--- src/design/prq_pkg.sv ---
// Shared types and constants for the priority ready queue.
package prq_pkg;

   localparam int NUM_PROCS   = 16;
   localparam int QUEUE_DEPTH = 16;
   localparam int PRIO_BITS   = 8;

   localparam int PROC_W = $clog2(NUM_PROCS);
   localparam int QIDX_W = $clog2(QUEUE_DEPTH);
   localparam int CNT_W  = $clog2(QUEUE_DEPTH + 1);

   typedef logic [PRIO_BITS-1:0] prio_type;
   typedef logic [3:0]           id_type;
   typedef logic [CNT_W-1:0]     count_type;

   typedef enum logic [2:0] {
      REQ_SET    = 3'd0,
      REQ_CLEAR  = 3'd1,
      REQ_ENQ    = 3'd2,
      REQ_DEQ    = 3'd3,
      REQ_REMOVE = 3'd4
   } req_code_type;

   typedef enum logic [2:0] {
      ST_OK       = 3'd0,
      ST_EMPTY    = 3'd1,
      ST_FULL     = 3'd2,
      ST_NOTFOUND = 3'd3,
      ST_NOENTRY  = 3'd4
   } status_type;

   // broadcast control for the queue cells
   typedef struct packed {
      logic insert;
      logic shift_all;
      logic remove;
   } cell_ctl_type;

   // process table write port
   typedef struct packed {
      logic              set;
      logic              clr;
      logic [PROC_W-1:0] idx;
      prio_type          prio;
   } tbl_wr_type;

endpackage

--- src/design/prq_if.sv ---
// Valid/ready channel interfaces for requests and responses.
interface prq_req_if;
   logic       valid;
   logic       ready;
   logic [2:0] req_type;
   logic [3:0] proc_id;
   logic [7:0] prio_in;

   modport source (output valid, req_type, proc_id, prio_in, input ready);
   modport sink   (input valid, req_type, proc_id, prio_in, output ready);
endinterface

interface prq_rsp_if;
   logic       valid;
   logic       ready;
   logic [3:0] out_id;
   logic [7:0] out_prio;
   logic [2:0] status;
   logic [4:0] queue_count;

   modport source (output valid, out_id, out_prio, status, queue_count, input ready);
   modport sink   (input valid, out_id, out_prio, status, queue_count, output ready);
endinterface

--- src/design/prq_cell.sv ---
// One queue cell: holds an entry, compares it and shifts with its neighbors.
module prq_cell (
   input  logic                 clock,
   input  prq_pkg::cell_ctl_type ctl,
   input  logic                 occ,
   input  prq_pkg::id_type      key_id,
   input  prq_pkg::prio_type    new_prio,
   input  logic                 left_le,
   input  logic                 left_seen,
   input  prq_pkg::id_type      left_id,
   input  prq_pkg::prio_type    left_prio,
   input  prq_pkg::id_type      right_id,
   input  prq_pkg::prio_type    right_prio,
   output logic                 le,
   output logic                 seen,
   output prq_pkg::id_type      id,
   output prq_pkg::prio_type    prio
);
   import prq_pkg::*;

   id_type   id_ff, id_in;
   prio_type prio_ff, prio_in;
   logic     match;

   assign le    = occ && (prio_ff <= new_prio);
   assign match = occ && (id_ff == key_id);
   assign seen  = left_seen | match;
   assign id    = id_ff;
   assign prio  = prio_ff;

   always_comb begin
      id_in   = id_ff;
      prio_in = prio_ff;
      if (ctl.shift_all || (ctl.remove && seen)) begin
         id_in   = right_id;
         prio_in = right_prio;
      end else if (ctl.insert && !le) begin
         if (left_le) begin
            id_in   = key_id;
            prio_in = new_prio;
         end else begin
            id_in   = left_id;
            prio_in = left_prio;
         end
      end
   end

   always_ff @(posedge clock) begin
      id_ff   <= id_in;
      prio_ff <= prio_in;
   end

endmodule

--- src/design/prq_table.sv ---
// Process table: priority and valid mark per process ID.
module prq_table (
   input  logic                      clock,
   input  logic                      reset,
   input  prq_pkg::tbl_wr_type       wr,
   input  logic [prq_pkg::PROC_W-1:0] rd_idx,
   output prq_pkg::prio_type         rd_prio,
   output logic                      rd_valid
);
   import prq_pkg::*;

   prio_type              prio_ff [NUM_PROCS];
   logic [NUM_PROCS-1:0]  valid_ff, valid_in;

   always_comb begin
      valid_in = valid_ff;
      if (wr.set) begin
         valid_in[wr.idx] = 1'b1;
      end else if (wr.clr) begin
         valid_in[wr.idx] = 1'b0;
      end
   end

   always_ff @(posedge clock) begin
      if (reset) begin
         valid_ff <= '0;
      end else begin
         valid_ff <= valid_in;
      end
   end

   always_ff @(posedge clock) begin
      if (wr.set) begin
         prio_ff[wr.idx] <= wr.prio;
      end
   end

   assign rd_valid = valid_ff[rd_idx];
   assign rd_prio  = rd_valid ? prio_ff[rd_idx] : '0;

endmodule

--- src/design/priority_ready_queue_core.sv ---
// Priority ready queue with process table, built as a chain of sorted cells.
//
// Requests arrive on req_port (valid/ready): set or clear a table entry,
// enqueue an ID at its table priority, dequeue the head, or remove the
// first queued entry with a given ID. Each request yields exactly one
// response on rsp_port with the dequeued ID and priority, a status code
// and the queue fill count after the request.
// Every cell compares its entry against the request in parallel and takes
// its own, the new, its left or its right neighbor's entry, so any request
// finishes in the accept cycle. The response sits in an output register
// and shows in the cycle after acceptance. With responses taken, one
// request per cycle is sustained; the one output register sets that figure.
// While the response is not taken, req_port.ready stays low, except in
// the cycle the response is taken, where a new request is accepted.
// Reset empties the queue and clears all table valid marks; no clearing
// pass is needed.
module priority_ready_queue_core (
   input logic      clock,
   input logic      reset,
   prq_req_if.sink   req_port,
   prq_rsp_if.source rsp_port
);
   import prq_pkg::*;

   count_type    count_ff, count_in;
   logic         rsp_valid_ff, rsp_valid_in;
   id_type       out_id_ff, out_id_in;
   prio_type     out_prio_ff, out_prio_in;
   status_type   status_ff, status_in;

   logic         fire;
   logic         in_table;
   logic         full;
   logic         empty;
   logic         found;
   tbl_wr_type   tbl_wr;
   prio_type     tbl_prio;
   logic         tbl_valid;
   cell_ctl_type ctl;
   prio_type     req_prio;

   logic     cell_le   [QUEUE_DEPTH];
   logic     cell_seen [QUEUE_DEPTH];
   id_type   cell_id   [QUEUE_DEPTH];
   prio_type cell_prio [QUEUE_DEPTH];

   assign req_port.ready = !rsp_valid_ff || rsp_port.ready;
   assign fire           = req_port.valid && req_port.ready;
   assign in_table       = 32'(req_port.proc_id) < NUM_PROCS;
   assign full           = count_ff == CNT_W'(QUEUE_DEPTH);
   assign empty          = count_ff == '0;
   assign found          = cell_seen[QUEUE_DEPTH-1];
   assign req_prio       = PRIO_BITS'(req_port.prio_in);

   prq_table u_table (
      .clock    (clock),
      .reset    (reset),
      .wr       (tbl_wr),
      .rd_idx   (PROC_W'(req_port.proc_id)),
      .rd_prio  (tbl_prio),
      .rd_valid (tbl_valid)
   );

   for (genvar i = 0; i < QUEUE_DEPTH; i++) begin : g_cell
      logic     l_le;
      logic     l_seen;
      id_type   l_id;
      prio_type l_prio;
      id_type   r_id;
      prio_type r_prio;

      if (i == 0) begin : g_head
         assign l_le   = 1'b1;
         assign l_seen = 1'b0;
         assign l_id   = req_port.proc_id;
         assign l_prio = tbl_prio;
      end else begin : g_body
         assign l_le   = cell_le[i-1];
         assign l_seen = cell_seen[i-1];
         assign l_id   = cell_id[i-1];
         assign l_prio = cell_prio[i-1];
      end

      if (i == QUEUE_DEPTH - 1) begin : g_tail
         assign r_id   = cell_id[i];
         assign r_prio = cell_prio[i];
      end else begin : g_mid
         assign r_id   = cell_id[i+1];
         assign r_prio = cell_prio[i+1];
      end

      prq_cell u_cell (
         .clock      (clock),
         .ctl        (ctl),
         .occ        (CNT_W'(i) < count_ff),
         .key_id     (req_port.proc_id),
         .new_prio   (tbl_prio),
         .left_le    (l_le),
         .left_seen  (l_seen),
         .left_id    (l_id),
         .left_prio  (l_prio),
         .right_id   (r_id),
         .right_prio (r_prio),
         .le         (cell_le[i]),
         .seen       (cell_seen[i]),
         .id         (cell_id[i]),
         .prio       (cell_prio[i])
      );
   end

   always_comb begin
      ctl         = '0;
      tbl_wr.set  = 1'b0;
      tbl_wr.clr  = 1'b0;
      tbl_wr.idx  = PROC_W'(req_port.proc_id);
      tbl_wr.prio = req_prio;
      status_in   = ST_OK;
      out_id_in   = '0;
      out_prio_in = '0;
      case (req_code_type'(req_port.req_type))
         REQ_SET: begin
            if (in_table) begin
               tbl_wr.set = fire;
            end else begin
               status_in = ST_NOENTRY;
            end
         end
         REQ_CLEAR: begin
            if (in_table) begin
               tbl_wr.clr = fire;
            end else begin
               status_in = ST_NOENTRY;
            end
         end
         REQ_ENQ: begin
            if (!in_table || !tbl_valid) begin
               status_in = ST_NOENTRY;
            end else if (full) begin
               status_in = ST_FULL;
            end else begin
               ctl.insert = fire;
            end
         end
         REQ_DEQ: begin
            if (empty) begin
               status_in = ST_EMPTY;
            end else begin
               ctl.shift_all = fire;
               out_id_in     = cell_id[0];
               out_prio_in   = cell_prio[0];
            end
         end
         REQ_REMOVE: begin
            if (found) begin
               ctl.remove = fire;
            end else begin
               status_in = ST_NOTFOUND;
            end
         end
         default: begin
            status_in = ST_OK;
         end
      endcase
   end

   always_comb begin
      count_in = count_ff;
      if (ctl.insert) begin
         count_in = count_ff + 1'b1;
      end else if (ctl.shift_all || ctl.remove) begin
         count_in = count_ff - 1'b1;
      end
   end

   always_comb begin
      rsp_valid_in = rsp_valid_ff;
      if (fire) begin
         rsp_valid_in = 1'b1;
      end else if (rsp_port.ready) begin
         rsp_valid_in = 1'b0;
      end
   end

   always_ff @(posedge clock) begin
      if (reset) begin
         count_ff     <= '0;
         rsp_valid_ff <= 1'b0;
      end else begin
         count_ff     <= count_in;
         rsp_valid_ff <= rsp_valid_in;
      end
   end

   logic [4:0] rsp_count_ff;

   always_ff @(posedge clock) begin
      if (fire) begin
         out_id_ff    <= out_id_in;
         out_prio_ff  <= out_prio_in;
         status_ff    <= status_in;
         rsp_count_ff <= 5'(count_in);
      end
   end

   assign rsp_port.valid       = rsp_valid_ff;
   assign rsp_port.out_id      = out_id_ff;
   assign rsp_port.out_prio    = 8'(out_prio_ff);
   assign rsp_port.status      = status_ff;
   assign rsp_port.queue_count = rsp_count_ff;

   a_count_bound : assert property (@(posedge clock) disable iff (reset)
      count_ff <= CNT_W'(QUEUE_DEPTH))
      else $error("queue count above depth");

   a_fire_rsp : assert property (@(posedge clock) disable iff (reset)
      fire |=> rsp_valid_ff)
      else $error("accepted item gave no response");

   a_deq_count : assert property (@(posedge clock) disable iff (reset)
      ctl.shift_all |=> count_ff == $past(count_ff) - 1'b1)
      else $error("dequeue did not drop the count");

   a_sorted : assert property (@(posedge clock) disable iff (reset)
      count_ff >= CNT_W'(2) |-> cell_prio[0] <= cell_prio[1])
      else $error("queue head out of order");

endmodule
--- src/flat_wrapper.sv ---
// flat-port wrapper written by rule: the top's interface ports become plain ports
module priority_ready_queue_core_flat import prq_pkg::*;
  (clock, reset, req_port_valid, req_port_req_type, req_port_proc_id, req_port_prio_in, req_port_ready, rsp_port_valid, rsp_port_out_id, rsp_port_out_prio, rsp_port_status, rsp_port_queue_count, rsp_port_ready);
  prq_req_if req_port_i ();
  prq_rsp_if rsp_port_i ();
  input logic clock;
  input logic reset;
  input wire logic [$bits(req_port_i.valid)-1:0] req_port_valid;
  input wire logic [$bits(req_port_i.req_type)-1:0] req_port_req_type;
  input wire logic [$bits(req_port_i.proc_id)-1:0] req_port_proc_id;
  input wire logic [$bits(req_port_i.prio_in)-1:0] req_port_prio_in;
  output wire logic [$bits(req_port_i.ready)-1:0] req_port_ready;
  output wire logic [$bits(rsp_port_i.valid)-1:0] rsp_port_valid;
  output wire logic [$bits(rsp_port_i.out_id)-1:0] rsp_port_out_id;
  output wire logic [$bits(rsp_port_i.out_prio)-1:0] rsp_port_out_prio;
  output wire logic [$bits(rsp_port_i.status)-1:0] rsp_port_status;
  output wire logic [$bits(rsp_port_i.queue_count)-1:0] rsp_port_queue_count;
  input wire logic [$bits(rsp_port_i.ready)-1:0] rsp_port_ready;
  assign req_port_i.valid = req_port_valid;
  assign req_port_i.req_type = req_port_req_type;
  assign req_port_i.proc_id = req_port_proc_id;
  assign req_port_i.prio_in = req_port_prio_in;
  assign req_port_ready = req_port_i.ready;
  assign rsp_port_valid = rsp_port_i.valid;
  assign rsp_port_out_id = rsp_port_i.out_id;
  assign rsp_port_out_prio = rsp_port_i.out_prio;
  assign rsp_port_status = rsp_port_i.status;
  assign rsp_port_queue_count = rsp_port_i.queue_count;
  assign rsp_port_i.ready = rsp_port_ready;
  priority_ready_queue_core u_core (.clock(clock), .reset(reset), .req_port(req_port_i), .rsp_port(rsp_port_i));
endmodule
--- config.mk ---
export PLATFORM = sky130hd
export DESIGN_NAME = priority_ready_queue_core_flat
export DESIGN_NICKNAME = d
export VERILOG_FILES = /design/src/design/prq_pkg.sv /design/src/design/prq_if.sv /design/src/design/prq_cell.sv /design/src/design/prq_table.sv /design/src/design/priority_ready_queue_core.sv /design/src/flat_wrapper.sv
export SDC_FILE = /design/constraint.sdc
export NUM_CORES = 1
export LEC_CHECK = 0
export ABC_AREA = 1
export BUFFER_PORTS_ARGS = -buffer_cell sky130_fd_sc_hd__buf_4
export CORE_MARGIN = 2
export CORE_UTILIZATION = 60
export CTS_CLUSTER_DIAMETER = 30
export DETAILED_ROUTE_END_ITERATION = 7
export PLACE_DENSITY_LB_ADDON = 0.15
export SLEW_MARGIN = 20
export SYNTH_ARGS = -nofsm -noshare
export SYNTH_HDL_FRONTEND = slang
export SYNTH_SLANG_ARGS = --single-unit
--- constraint.sdc ---
create_clock -name clock -period 14.9 [get_ports clock]
set_input_delay 2.98 -clock clock [delete_from_list [all_inputs] [get_ports clock]]
set_output_delay 2.98 -clock clock [all_outputs]
set_load 0.02 [all_outputs]
* Yosys cells after proc, flatten, opt, wreduce, memory -nomap -nowiden
Memory sizes are Yosys's and may differ from the RTL's.
Index checks and enable logic that the tools add are counted.
** Cells by class
- $add $sub $neg :: 2
- $mul :: 0
- Div/mod/pow operators :: 0
- Magnitude comparators :: 34
- Equality and inequality tests :: 21
- Shift operators :: 0
- Multiplexer cells :: 117
- Bitwise gates (word level) :: 20
- Reductions and logical operators :: 122
** Operator list (number)
- $mux W8 :: 46
- $mux W4 :: 45
- $le A8 B8 Y1 :: 16
- $logic_and A1 B1 Y1 :: 66
- $eq A4 B4 Y1 :: 16
- $lt A4 B5 Y1 const A :: 8
- $reduce_bool A2 Y1 :: 17
- $mux W16 :: 2
- $lt A3 B5 Y1 const A :: 4
- $logic_or A1 B1 Y1 :: 18
- $logic_not A1 Y1 :: 17
- $and A16 B16 Y16 :: 1
- $mux W1 :: 16
- $not A16 Y16 :: 1
- $or A16 B16 Y16 :: 1
- $or A1 B1 Y1 :: 15
- $lt A1 B5 Y1 const A :: 2
- $lt A2 B5 Y1 const A :: 2
- $mux W5 :: 2
- $pmux W3 S3 :: 1
- $eq A3 B2 Y1 const B :: 2
- $add A5 B1 Y5 const B :: 1
- $eq A5 B5 Y1 const B :: 1
- $logic_not A5 Y1 :: 1
- 13 further kinds :: 15
** Storage, ports and cells
- Register bits after elaboration :: 234
- Bits in latches :: 0
- RAM bits :: 128
- Bits in read-only memories :: 0
- Input port bits :: 19
- Output and inout bits :: 22
- Logic and storage cells :: 356
- Memories kept :: 1
** Memory list
- u_core.u_table.prio_ff :: words 16, bits a word 8, rd ports 1, clocked after Yosys merged registers in 0, wr ports 1, RTL line prq_table.sv:12 : prio_type prio_ff [NUM_PROCS];

* Longest topological paths before layout
Gate-level depths: netlist of the first run.
- Depth in word-level cells :: 23
- Gate-level depth with buffers :: 24
- Gate-level depth less buffers :: 20

* Modules after synthesis
Synthesis of the first run repeated with hierarchy kept, for this count alone.
** Second synthesis, totals
- Cells, all modules :: 3061
- Area, all modules :: 24222.0 um2
** Modules (own cells, without submodules)
- prq_cell :: times used 16, cells an instance 137, area an instance 1021.0 um2, sequential area each 360.3 um2
- prq_table :: times used 1, cells an instance 699, area an instance 6483.7 um2, sequential area each 4164.0 um2
- priority_ready_queue_core :: times used 1, cells an instance 170, area an instance 1402.6 um2, sequential area each 720.7 um2

* Least setup slack after synthesis of the first run
No wires, ideal clock.
- Path kind :: input-to-reg
- From :: input req_port_proc_id[0]
- To :: register u_core.g_cell[8].u_cell.id_ff[0] (enable)
- Library setup time :: 0.398 ns
- Data arrival time :: 7.066 ns
- Required time :: 14.502 ns
- Setup slack :: 7.436 ns
- Cell stages on the path :: 22
- Buffers on the path :: 5
- Cell sequence :: buf_2 -> buf_6 -> nand2_1 -> inv_1 -> buf_2 -> a22oi_1 -> a21oi_1 -> or4_1 -> buf_2 -> nand2_1 -> inv_1 -> ha_1 -> inv_1 -> a21oi_1 -> o21ai_0 -> nand2_1 -> o211ai_1 -> o21ai_0 -> nand2_1 -> clkinv_1 -> clkbuf_1 -> o21ai_0
** Between the ends
- Cells in the longest elaborated chain, start to end :: 22
- Elaborated cells between the ends (all ways) :: 62
- Classes of those cells :: order compare: 1; eq/ne: 16; mux: 7; bitwise: 15; reduce/logical: 22; memory: 1
** Ends and longest elaborated chain
- from (decl) :: RTL line flat_wrapper.sv:10 : input wire logic [$bits(req_port_i.proc_id)-1:0] req_port_proc_id;
- $eq A4 B4 Y1 :: RTL line prq_cell.sv:26 : assign match = occ && (id_ff == key_id);
- $logic_and A1 B1 Y1 :: RTL line prq_cell.sv:26
- $or A1 B1 Y1 (15 in a row) :: RTL line prq_cell.sv:27 : assign seen = left_seen | match;
- $mux W1 :: RTL line priority_ready_queue_core.sv:154 : if (found) begin
- $mux W1 :: RTL line priority_ready_queue_core.sv:120 : case (req_code_type'(req_port.req_type))
- $logic_and A1 B1 Y1 :: RTL line prq_cell.sv:34 : if (ctl.shift_all || (ctl.remove && seen)) begin
- $logic_or A1 B1 Y1 :: RTL line prq_cell.sv:34
- $reduce_bool A2 Y1 (no line) (*)
- to (signal assigned) :: RTL line prq_cell.sv:49 : id_ff <= id_in;
- to (decl) :: RTL line prq_cell.sv:21 : id_type id_ff, id_in;
Mark *: on every way between the ends. The rest lies on a longest branch, timed or not. The select of a mux whose other input is x is not followed.
A chain may end at the register's enable or synchronous reset.

* Final worst setup path of the first run
- From :: input req_port_proc_id[1]
- To :: register u_core.g_cell[11].u_cell.prio_ff[5] (enable)
** Between the ends
- Cells in the longest elaborated chain, start to end :: 22
- Elaborated cells between the ends (all ways) :: 62
- Classes of those cells :: order compare: 1; eq/ne: 16; mux: 7; bitwise: 15; reduce/logical: 22; memory: 1
** Ends and longest elaborated chain
- $eq A4 B4 Y1 :: RTL line prq_cell.sv:26
- $logic_and A1 B1 Y1 :: RTL line prq_cell.sv:26
- $or A1 B1 Y1 (15 in a row) :: RTL line prq_cell.sv:27
- $mux W1 :: RTL line priority_ready_queue_core.sv:154
- $mux W1 :: RTL line priority_ready_queue_core.sv:120
- $logic_and A1 B1 Y1 :: RTL line prq_cell.sv:34
- $logic_or A1 B1 Y1 :: RTL line prq_cell.sv:34
- $reduce_bool A2 Y1 (no line) (*)
- to (signal assigned) :: RTL line prq_cell.sv:50 : prio_ff <= prio_in;
- to (decl) :: RTL line prq_cell.sv:22 : prio_type prio_ff, prio_in;
Marks and branches as above.

==> results of run 1 <==
-- layout by cell type, fill, tap and decap left out, drive strengths merged, types with 2 or more instances in the layout --
cell      count
inv         131
a22oi        72
bufinv       13
o2111ai       2
nand4        10
xor2         23
clkinv       33
o21ai       229
or4           9
dfxtp        22
edfxtp      340
nor2        169
clkbuf       85
o211ai       38
a21oi       149
clkinvlp      8
nand2       575
buf          70
o22ai         4
ha          132
nand3        37
xnor2        14
nor3         15
o21a          9
nor4          3
a31oi        62
-- synth_stat cells, types with 6 or more instances --
cell type / n
a21oi_1: 145
a22oi_1: 72
a31oi_1: 62
buf_1: 6
buf_2: 37
buf_4: 11
buf_6: 6
clkbuf_1: 46
clkinv_1: 6
dfxtp_1: 22
edfxtp_1: 340
ha_1: 132
inv_1: 114
inv_2: 11
nand2_1: 561
nand2_2: 6
nand2_4: 7
nand3_1: 36
nand4_1: 6
nor2_1: 163
nor3_1: 14
o211ai_1: 38
o21a_1: 9
o21ai_0: 147
o21ai_1: 81
or4_1: 9
xnor2_1: 14
xor2_1: 23
-- power groups by stage --
| stage | Sequential (W) | Combinational (W) | Clock, W |
|---|---|---|---|
| 5_1_grt | 0.00111 | 0.0000743 | 0.00180 |
| 3_5_place_dp | 0.00113 | 0.0000678 | 0 |
| 3_3_place_gp | 0.00113 | 0.0000666 | 0 |
| 6_report | 0.00111 | 0.0000694 | 0.00174 |
| 4_1_cts | 0.00111 | 0.0000683 | 0.00175 |
| 2_1_floorplan | 0.00113 | 0.0000373 | 0 |
-- routing by layer --
layer  routed length, µm  up-vias  GRT usage
li1                    -     7760          -
met1               23400     8054      0.444
met2               27500      985      0.536
met3                5620      203     0.0640
met4                2510        0      0.151
met5                   0        -          0
-- cell families (layout without fill, tap and decap cells) --
kind of cell | Yosys count | count (layout)
flip-flops | 362 | 362
buffers and inverters | 239 | 340
XOR/XNOR | 37 | 37
adder cells (fa/ha/maj) | 132 | 132
other | 0 | 1
AND/OR/NAND/NOR | 822 | 822
AO/OA/AOI/OAI | 567 | 567
-- final timing paths --
check	depth (start not counted)	slack, ps	start	to
setup reg to reg	17	9120	flop	u_core.g_cell[11].u_cell.prio[5]$_DFFE_PP_
setup / recovery	21	6070	req_port_proc_id[1]	u_core.g_cell[11].u_cell.prio[5]$_DFFE_PP_
hold reg to reg	2	490	flop	flop
hold / removal	2	490	flop	flop
-- per-stage QoR --
step / instance area (µm²) / setup slack (ps) / utilization / power, W
after floorplan: 20300 / 7440 / - / 0.00117
after global routing: 23500 / 5750 / 0.703 / 0.00298
after CTS: 23500 / 6040 / 0.702 / 0.00293
final: 23500 / 6070 / 0.703 / 0.00292
after detailed placement: 20800 / 5450 / 0.623 / 0.00120
after global placement: 20800 / 5710 / 0.623 / 0.00120
-- state kept, by name (all words and copies together), names as in the netlist, named ones only --
signal	flops
u_core.g_cell.u_cell.id	64
u_core.rsp_port.out_prio	8
u_core.rsp_port.out_id	4
u_core.rsp_port.queue_count	5
u_core.rsp_port.status	3
u_core.g_cell.u_cell.prio	128
u_core.u_table.prio_ff	128
u_core.rsp_port.valid	1
u_core.count_ff	5
-- worst min-delay path, stage by stage (launching register included) --
cell	delay, ps
dfxtp_1	310
o21ai_0	70
a21oi_1	60
-- area by class of cell --
type,instances,area [µm²]
sequential,362,10700
fill,2436,9930
multi-input combinational,1558,8630
clock buffer,83,1970
clock inverter,53,673
tap,448,561
timing repair buffer,72,541
inverter,132,497
antenna,1,2.50
==> summary.md, run 1 <==
| Metric | Value |
|---|---|
| Area Overhead vs Synth | `15.9%` |
| Final antenna-violating net count | `0` |
| Leak pwr | `9.28 nW` |
| WP buf/inv | `8` |
| Die area | `35300 µm²` |
| Share of flip-flops with an asynchronous set or reset | `0` |
| Die Y | `188 µm` |
| Number of global-route vias before repair | `16513` |
| Syn Inst Count | `2159` |
| Average wire per standard cell | `21.8 µm` |
| Ys Warns | `0` |
| Clock sink total | `362` |
| Initial antenna violation count | `0` |
| Clk network pwr share | `0.596` |
| Setup bufs post-CTS | `0` |
| Initial Util | `0.607` |
| Post-CTS Hold Buffers | `0` |
| Drt drc | `0` |
| Synth Area in Adders | `0.0814` |
| Total CTS buffers | `74` |
| Io pins | `41` |
| CTS Root Buffer Type | `clkbuf_16` |
| Crit path kind | `in2reg` |
| Worst-Skew Late Latency | `590 ps` |
| Die width | `188 µm` |
| Vias per cell | `6.28` |
| Row Count | `67` |
| All-Layer GR Usage | `0.334` |
| CP Launch Type | `input pin` |
| P_int | `0.00231 W` |
| Final Routed Wirelength | `59.0 mm` |
| Port bufs | `40` |
| Clock transition at path regs | `50 ps` |
| Crit-path max cell delay | `730 ps` |
| Post-Layout Cell Count | `2709` |
| Mapped Area | `20300 µm²` |
| Slowest CP cell | `or4_1` |
| Placed cells | `2568` |
| Syn_nets | `2310` |
| Critical Path RT | `15190 ps` |
| Sw Share | `0.210` |
| Synth cell types | `48` |
| First-pass GRT wire length | `91.1 mm` |
| Main combinational cell family by area after synthesis | `simple AND/OR/NAND/NOR gates` |
| Endpoints failing setup | `0` |
| Clock Skew | `22.9 ps` |
| Total grt overflow | `0` |
| First-pass DRT Iterations | `6` |
| CTS H-tree lvls | `3` |
| Post-layout min period | `8830 ps` |
| Top delay family on crit path | `buffers and inverters` |
| HPWL Detailed | `39.1 mm` |
| Status | `finished, final reports clean` |
| Simple-Gate Fraction of Synth Area | `0.167` |
| Post-synthesis xor/xnor area fraction | `0.0160` |
| 1st-iter DRT viols | `2148` |
| Logic pwr share | `0.024` |
| Fin crit share | `0.592` |
| Synthesized flop and latch total | `362` |
| P per Cell Area | `124 nW/µm²` |
| Final hold slack | `492 ps` |
| Maximum VDD drop | `0.000128 V` |
| Largest area contributor in the netlist | `edfxtp_1` |
| Slew Limit Headroom | `0.292` |
| Crit path DAT | `9110 ps` |
| Top cell type's share of synthesized area | `0.503` |
| Worst Setup End Kind | `flop` |
| Final net count | `2351` |
| Layout cell share with drive strength beyond 1 | `0.107` |
| Worst Path Max Fanout | `40` |
| Post-synthesis sequential area ratio | `0.525` |
| RSZ-0062 raised after global routing | `false` |
| Reg power frac | `0.380` |
| Main synth FF type | `edfxtp_1` |
| Hold Path Class | `reg2reg` |
| Compound-Gate Fraction of Synth Area | `0.161` |
| Fin. max-slew vios | `0` |
| Syn avg cell area | `9.40 µm²` |
| Total core area | `33400 µm²` |
| Hold Fails Final Rpt | `0` |
| Tightest Pin Transition | `1060 ps` |
| Critical-path cell list | `buf_4, inv_2, nor2_2, buf_4, a22oi_1, a21oi_1, or4_1, nand2_1, inv_1, buf_4, ha_1, inv_1, a21oi_1, o21ai_0, nand2_1, o211ai_1, o21ai_0, o21ai_0, inv_1, o211ai_1, clkbuf_4` |
| Max_cap viols | `0` |
| Max Fclk | `0.113 GHz` |
| Post-synthesis mux area share | `0` |
| Vias post-DR | `17002` |
| Setup TNS | `0 ps` |
| CTS tree | `yes` |
| Largest net degree at the start of global routing | `41` |
| Maximum clock path buffer count | `3` |
| Psw | `0.000615 W` |
| Largest cells by area after synthesis | `edfxtp_1, nand2_1, ha_1` |
| Placer Congestion | `0.921` |
| Post-CTS Resized | `0` |
| EDFF count, synth | `340` |
Power figures use the tool's default switching activity.
==> inputs of run 2 (changes only) <==
- CORE_UTILIZATION: 60 -> 58
- clock period: 14.9 -> 7.4 ns (I/O delays scaled with it)
==> run 2 against run 1 <==
Combinational power up 110%. Clock skew is 6.7 ps higher. Routed wire length down 0.13%. Register-to-register slack worse by 6500 ps. Critical path depth shrank 2. Largest cell class unchanged. Highest routed layer unchanged.
==> summary.md, run 2 (synthesis results as in run 1) <==
| Metric | Value |
|---|---|
| Status | `finished, final reports clean` |
| Total CTS buffers | `83` |
| Io pins | `41` |
| First-pass GRT wire length | `91.2 mm` |
| Worst Path Max Fanout | `24` |
| Die Y | `191 µm` |
| RSZ-0062 raised after global routing | `false` |
| Tightest Pin Transition | `1090 ps` |
| Vias post-DR | `17068` |
| Crit path DAT | `6530 ps` |
| Initial Util | `0.588` |
| Worst Setup End Kind | `flop` |
| Maximum VDD drop | `0.000225 V` |
| Die width | `191 µm` |
| First-pass DRT Iterations | `6` |
| Clock Skew | `29.7 ps` |
| Logic pwr share | `0.023` |
| Fin crit share | `0.845` |
| Setup TNS | `0 ps` |
| Most frequent cells in the layout | `nand2_1, edfxtp_1, nor2_1, o21ai_0, a21oi_1` |
| Endpoints failing setup | `0` |
| Initial antenna violation count | `1` |
| Worst Hold Depth | `2` |
| Crit path kind | `in2reg` |
| Hold Fails Final Rpt | `0` |
| ANT cells | `0` |
| Setup WS pre-CTS | `781 ps` |
| Seq. cell area | `10700 µm²` |
| FF-to-FF setup slack | `2650 ps` |
| Psw | `0.00134 W` |
| Slew Limit Headroom | `0.263` |
| Total core area | `34500 µm²` |
| Total grt overflow | `0` |
| Port bufs | `40` |
| Clk network pwr share | `0.617` |
| Fin. max-slew vios | `0` |
| Drt drc | `0` |
| All-Layer GR Usage | `0.326` |
| Average wire per standard cell | `21.4 µm` |
| CTS H-tree lvls | `3` |
| Hold Path Class | `reg2reg` |
| # fillers | `2540` |
| Sw Share | `0.216` |
| Post-CTS Resized | `0` |
| Area Overhead vs Synth | `18.7%` |
| Die area | `36500 µm²` |
| Layout cell share with drive strength beyond 1 | `0.125` |
| Post-layout min period | `6250 ps` |
| Max Fclk | `0.160 GHz` |
| Commonest non-fill, non-tap cell in the layout | `nand2_1` |
| Leak pwr | `9.56 nW` |
| Critical Path RT | `7680 ps` |
| Multi-input gate area | `8630 µm²` |
| Row Count | `68` |
| Setup bufs post-CTS | `0` |
| CP Launch Type | `input pin` |
| Max_cap viols | `0` |
| Vias per cell | `6.19` |
| Clock sink total | `362` |
| Cells on worst reg2reg path | `17` |
| CTS Root Buffer Type | `clkbuf_16` |
| Final antenna-violating net count | `0` |
| Worst setup margin | `1150 ps` |
| Final net count | `2386` |
| Largest net degree at the start of global routing | `27` |
| Final Routed Wirelength | `58.9 mm` |
| Post-CTS Hold Buffers | `0` |
| Worst-Skew Late Latency | `610 ps` |
| P per Cell Area | `258 nW/µm²` |
| Number of global-route vias before repair | `16869` |
| 1st-iter DRT viols | `1807` |
| P_int | `0.00488 W` |
| CTS tree | `yes` |
| Clock transition at path regs | `50 ps` |
| HPWL Detailed | `40.1 mm` |
| Maximum clock path buffer count | `3` |
| Reg power frac | `0.359` |
| Reg-to-reg endpoint | `u_core.g_cell[11].u_cell.prio[4]$_DFFE_PP_` |
| Placer Congestion | `0.971` |
run 2: changes by cell type in the layout (fill, tap and decap cells not counted), sizes merged:
cell,change
bufinv,-1
clkbuf,+16
clkinv,-1
diode,-1
clkinvlp,+2
buf,+27
run 2: final cells by class:
cell class / count / area share
clock buffers: 100 / 0.0932
clock inverters: 53 / 0.0311
inverters: 132 / 0.0206
multi-input cells: 1558 / 0.358
flip-flops and latches: 362 / 0.442
well taps: 455 / 0.0236
repair buffers: 98 / 0.0316
run 2: how the worst max path moves through the flow:
stage,to,startpoint,cells past startpoint
final,u_core.g_cell[11].u_cell.prio[4]$_DFFE_PP_,req_port_proc_id[0],19
after global routing,u_core.g_cell[11].u_cell.prio[7]$_DFFE_PP_,req_port_proc_id[0],19
after CTS,u_core.g_cell[11].u_cell.prio[7]$_DFFE_PP_,req_port_proc_id[1],19
after detailed placement,u_core.g_cell[11].u_cell.prio[7]$_DFFE_PP_,req_port_proc_id[1],19
after global placement,u_core.g_cell[8].u_cell.prio[7]$_DFFE_PP_,req_port_proc_id[1],19
after floorplan,u_core.g_cell[8].u_cell.id[0]$_DFFE_PP_,req_port_proc_id[0],22
run 2: power by group through the flow:
stage	clock network [W]	registers, W	logic (W)
3_5_place_dp	0	0.00227	0.000141
5_1_grt	0.00398	0.00224	0.000155
3_3_place_gp	0	0.00227	0.000139
2_1_floorplan	0	0.00228	0.0000751
6_report	0.00385	0.00224	0.000145
4_1_cts	0.00387	0.00224	0.000142
run 2: layer usage:
layer  share of wire  vias to the layer above  wire length [µm]  GRT usage
met5               0                        -                 0          0
met4           0.049                        0              2890      0.184
met3           0.086                      178              5070     0.0619
met2            0.46                      916             27200      0.518
met1            0.40                     8144             23700      0.421
li1                -                     7830                 -          -
run 2: critical path: stages:
cell and delay [ps]:
buf_4 340, inv_2 70, nor2_2 520, buf_4 360, a22oi_1 100, a21oi_1 210, or4_1 200, nand2_1 470
buf_12 360, ha_1 310, nand2_1 70, nor2_1 150, nand2_1 80, o211ai_1 90, o21ai_0 110, o21ai_0 420
inv_1 550, o211ai_1 340, buf_4 250
run 2: through the flow:
stage | cells | power, W | instance area (µm²) | utilization | hold WS, ps
after floorplan | 2159 | 0.00236 | 20300 | - | 454
after global routing | 2758 | 0.00637 | 24100 | 0.698 | 514
final | 2758 | 0.00623 | 24100 | 0.698 | 488
after global placement | 2604 | 0.00241 | 21100 | 0.611 | 481
after CTS | 2757 | 0.00625 | 24100 | 0.697 | 482
after detailed placement | 2604 | 0.00242 | 21100 | 0.611 | 471
==> inputs of run 3 (changes only) <==
- clock period: 7.4 -> 5.1 ns (I/O delays scaled with it)
==> run 3 against run 2 <==
Register-to-register slack worse by 1700 ps. Clock skew up 1.6 ps. Die area stayed put. Non-clock buffer count rose by 44. Sequential cell count did not move. Critical endpoint is now u_core.g_cell[5].u_cell.prio[6]$_DFFE_PP_. Largest power group unchanged.
==> summary.md, run 3 (synthesis results as in run 1) <==
| Metric | Value |
|---|---|
| Initial Util | `0.588` |
| Worst Path Max Fanout | `12` |
| Final net count | `2426` |
| RSZ-0062 raised after global routing | `false` |
| Row Count | `68` |
| Leak pwr | `9.79 nW` |
| Vias per cell | `6.18` |
| Placer Congestion | `0.914` |
| Commonest non-fill, non-tap cell in the layout | `nand2_1` |
| Total core area | `34500 µm²` |
| Port bufs | `40` |
| Drt drc | `0` |
| Total grt overflow | `0` |
| CTS H-tree lvls | `3` |
| Post-layout min period | `4660 ps` |
| P per Cell Area | `366 nW/µm²` |
| Crit path kind | `in2reg` |
| Placed cells | `2649` |
| Die area | `36500 µm²` |
| Post-CTS Resized | `0` |
| Post-CTS Hold Buffers | `0` |
| Met3 Usage GRT | `0.0621` |
| DP Area | `21600 µm²` |
| Maximum VDD drop | `0.000380 V` |
| Worst-Skew Late Latency | `600 ps` |
| First-pass DRT Iterations | `7` |
| Most frequent cells in the layout | `nand2_1, edfxtp_1, nor2_1, a21oi_1, o21ai_0` |
| GRT Max-Usage Layer | `met2` |
| Critical Path RT | `5380 ps` |
| Area Overhead vs Synth | `20.5%` |
| Final hold slack | `479 ps` |
| Number of global-route vias before repair | `16829` |
| Hold Path Class | `reg2reg` |
| Met2 usage | `0.563` |
| Total CTS buffers | `79` |
| Max_cap viols | `0` |
| HPWL Detailed | `43.2 mm` |
| Status | `finished, final reports clean` |
| Initial antenna violation count | `0` |
| Io pins | `41` |
| Crit path DAT | `4940 ps` |
| Hold Fails Final Rpt | `0` |
| Slowest CP cell | `or4_1` |
| Clock sink total | `362` |
| Tightest Pin Transition | `1030 ps` |
| Slew Limit Headroom | `0.312` |
| Finished layout cell area | `24500 µm²` |
| Crit-path max cell delay | `720 ps` |
| Final antenna-violating net count | `0` |
| CTS tree | `yes` |
| Layout cell share with drive strength beyond 1 | `0.140` |
| Worst Setup End Kind | `flop` |
| Seq. cell area | `10700 µm²` |
| CTS Root Buffer Type | `clkbuf_16` |
| Vias post-DR | `17284` |
| CP Launch Type | `input pin` |
| Largest net degree at the start of global routing | `27` |
| Power, Total | `0.00895 W` |
| Fin. max-slew vios | `0` |
| Setup TNS | `0 ps` |
| All-Layer GR Usage | `0.348` |
| Multi-input gate area | `8640 µm²` |
| Clock transition at path regs | `50 ps` |
| # fillers | `2601` |
| Post-Layout Cell Count | `2796` |
| Fin crit share | `0.914` |
| First-pass GRT wire length | `95.7 mm` |
| 1st-iter DRT viols | `1928` |
| Maximum clock path buffer count | `3` |
| Die width | `191 µm` |
| Critical-path cell list | `buf_4, nand2_1, inv_1, a22oi_1, a21oi_1, or4_1, nand2_2, clkinvlp_4, buf_4, ha_1, inv_1, a21oi_1, o21ai_0, nand2_1, o211ai_1, o21ai_0, nand2_1, inv_1, o21ai_1, buf_4` |
| Final Routed Wirelength | `62.7 mm` |
| Endpoints failing setup | `0` |
| Average wire per standard cell | `22.4 µm` |
| GR Layer Usage met1 | `0.457` |
| Die Y | `191 µm` |
| Setup bufs post-CTS | `0` |
| Clock Skew | `31.3 ps` |
| Max Fclk | `0.215 GHz` |
## run 3: final cells by class
class,instances,area share
multi-input combinational,1558,0.353
inverter,132,0.0205
antenna,1,0.000102
sequential,362,0.436
clock buffer,92,0.0876
clock inverter,54,0.0299
tap,455,0.0233
timing repair buffer,142,0.0497
## run 3: layer usage
metal	up-vias	wire [µm]	share of wire
li1	7928	-	-
met1	8263	25000	0.40
met2	908	29500	0.47
met3	185	5470	0.087
met4	0	2710	0.043
met5	-	0	0
## run 3: through the flow
step / util / setup slack (ps)
after global placement: 0.625 / 223
after detailed placement: 0.625 / 118
final: 0.708 / 438
after floorplan: - / -5.35
after global routing: 0.708 / 290
after CTS: 0.708 / 586
## run 3: power by group
part / leakage [nW] / switching [W] / internal, W / total [W]
combinational: 5.16 / 0.000160 / 0.0000707 / 0.000231
clock: 1.39 / 0.00166 / 0.00380 / 0.00547
sequential: 3.24 / 0.00000552 / 0.00324 / 0.00325
## run 3: worst max-delay path, delay by kind of cell
family,cells,cell delay [ps]
buffers and inverters,7,1400
AND/OR/NAND/NOR,5,1260
AO/OA/AOI/OAI,7,1040
adder cells (fa/ha/maj),1,180
## run 3: final timing paths
check,slack (ps),startpoint,cells after the start,to
setup reg to reg,1000,flop,17,u_core.g_cell[5].u_cell.prio[6]$_DFFE_PP_
hold / removal,480,flop,2,flop
setup / recovery,440,req_port_proc_id[1],20,u_core.g_cell[5].u_cell.prio[6]$_DFFE_PP_
hold reg to reg,480,flop,2,flop
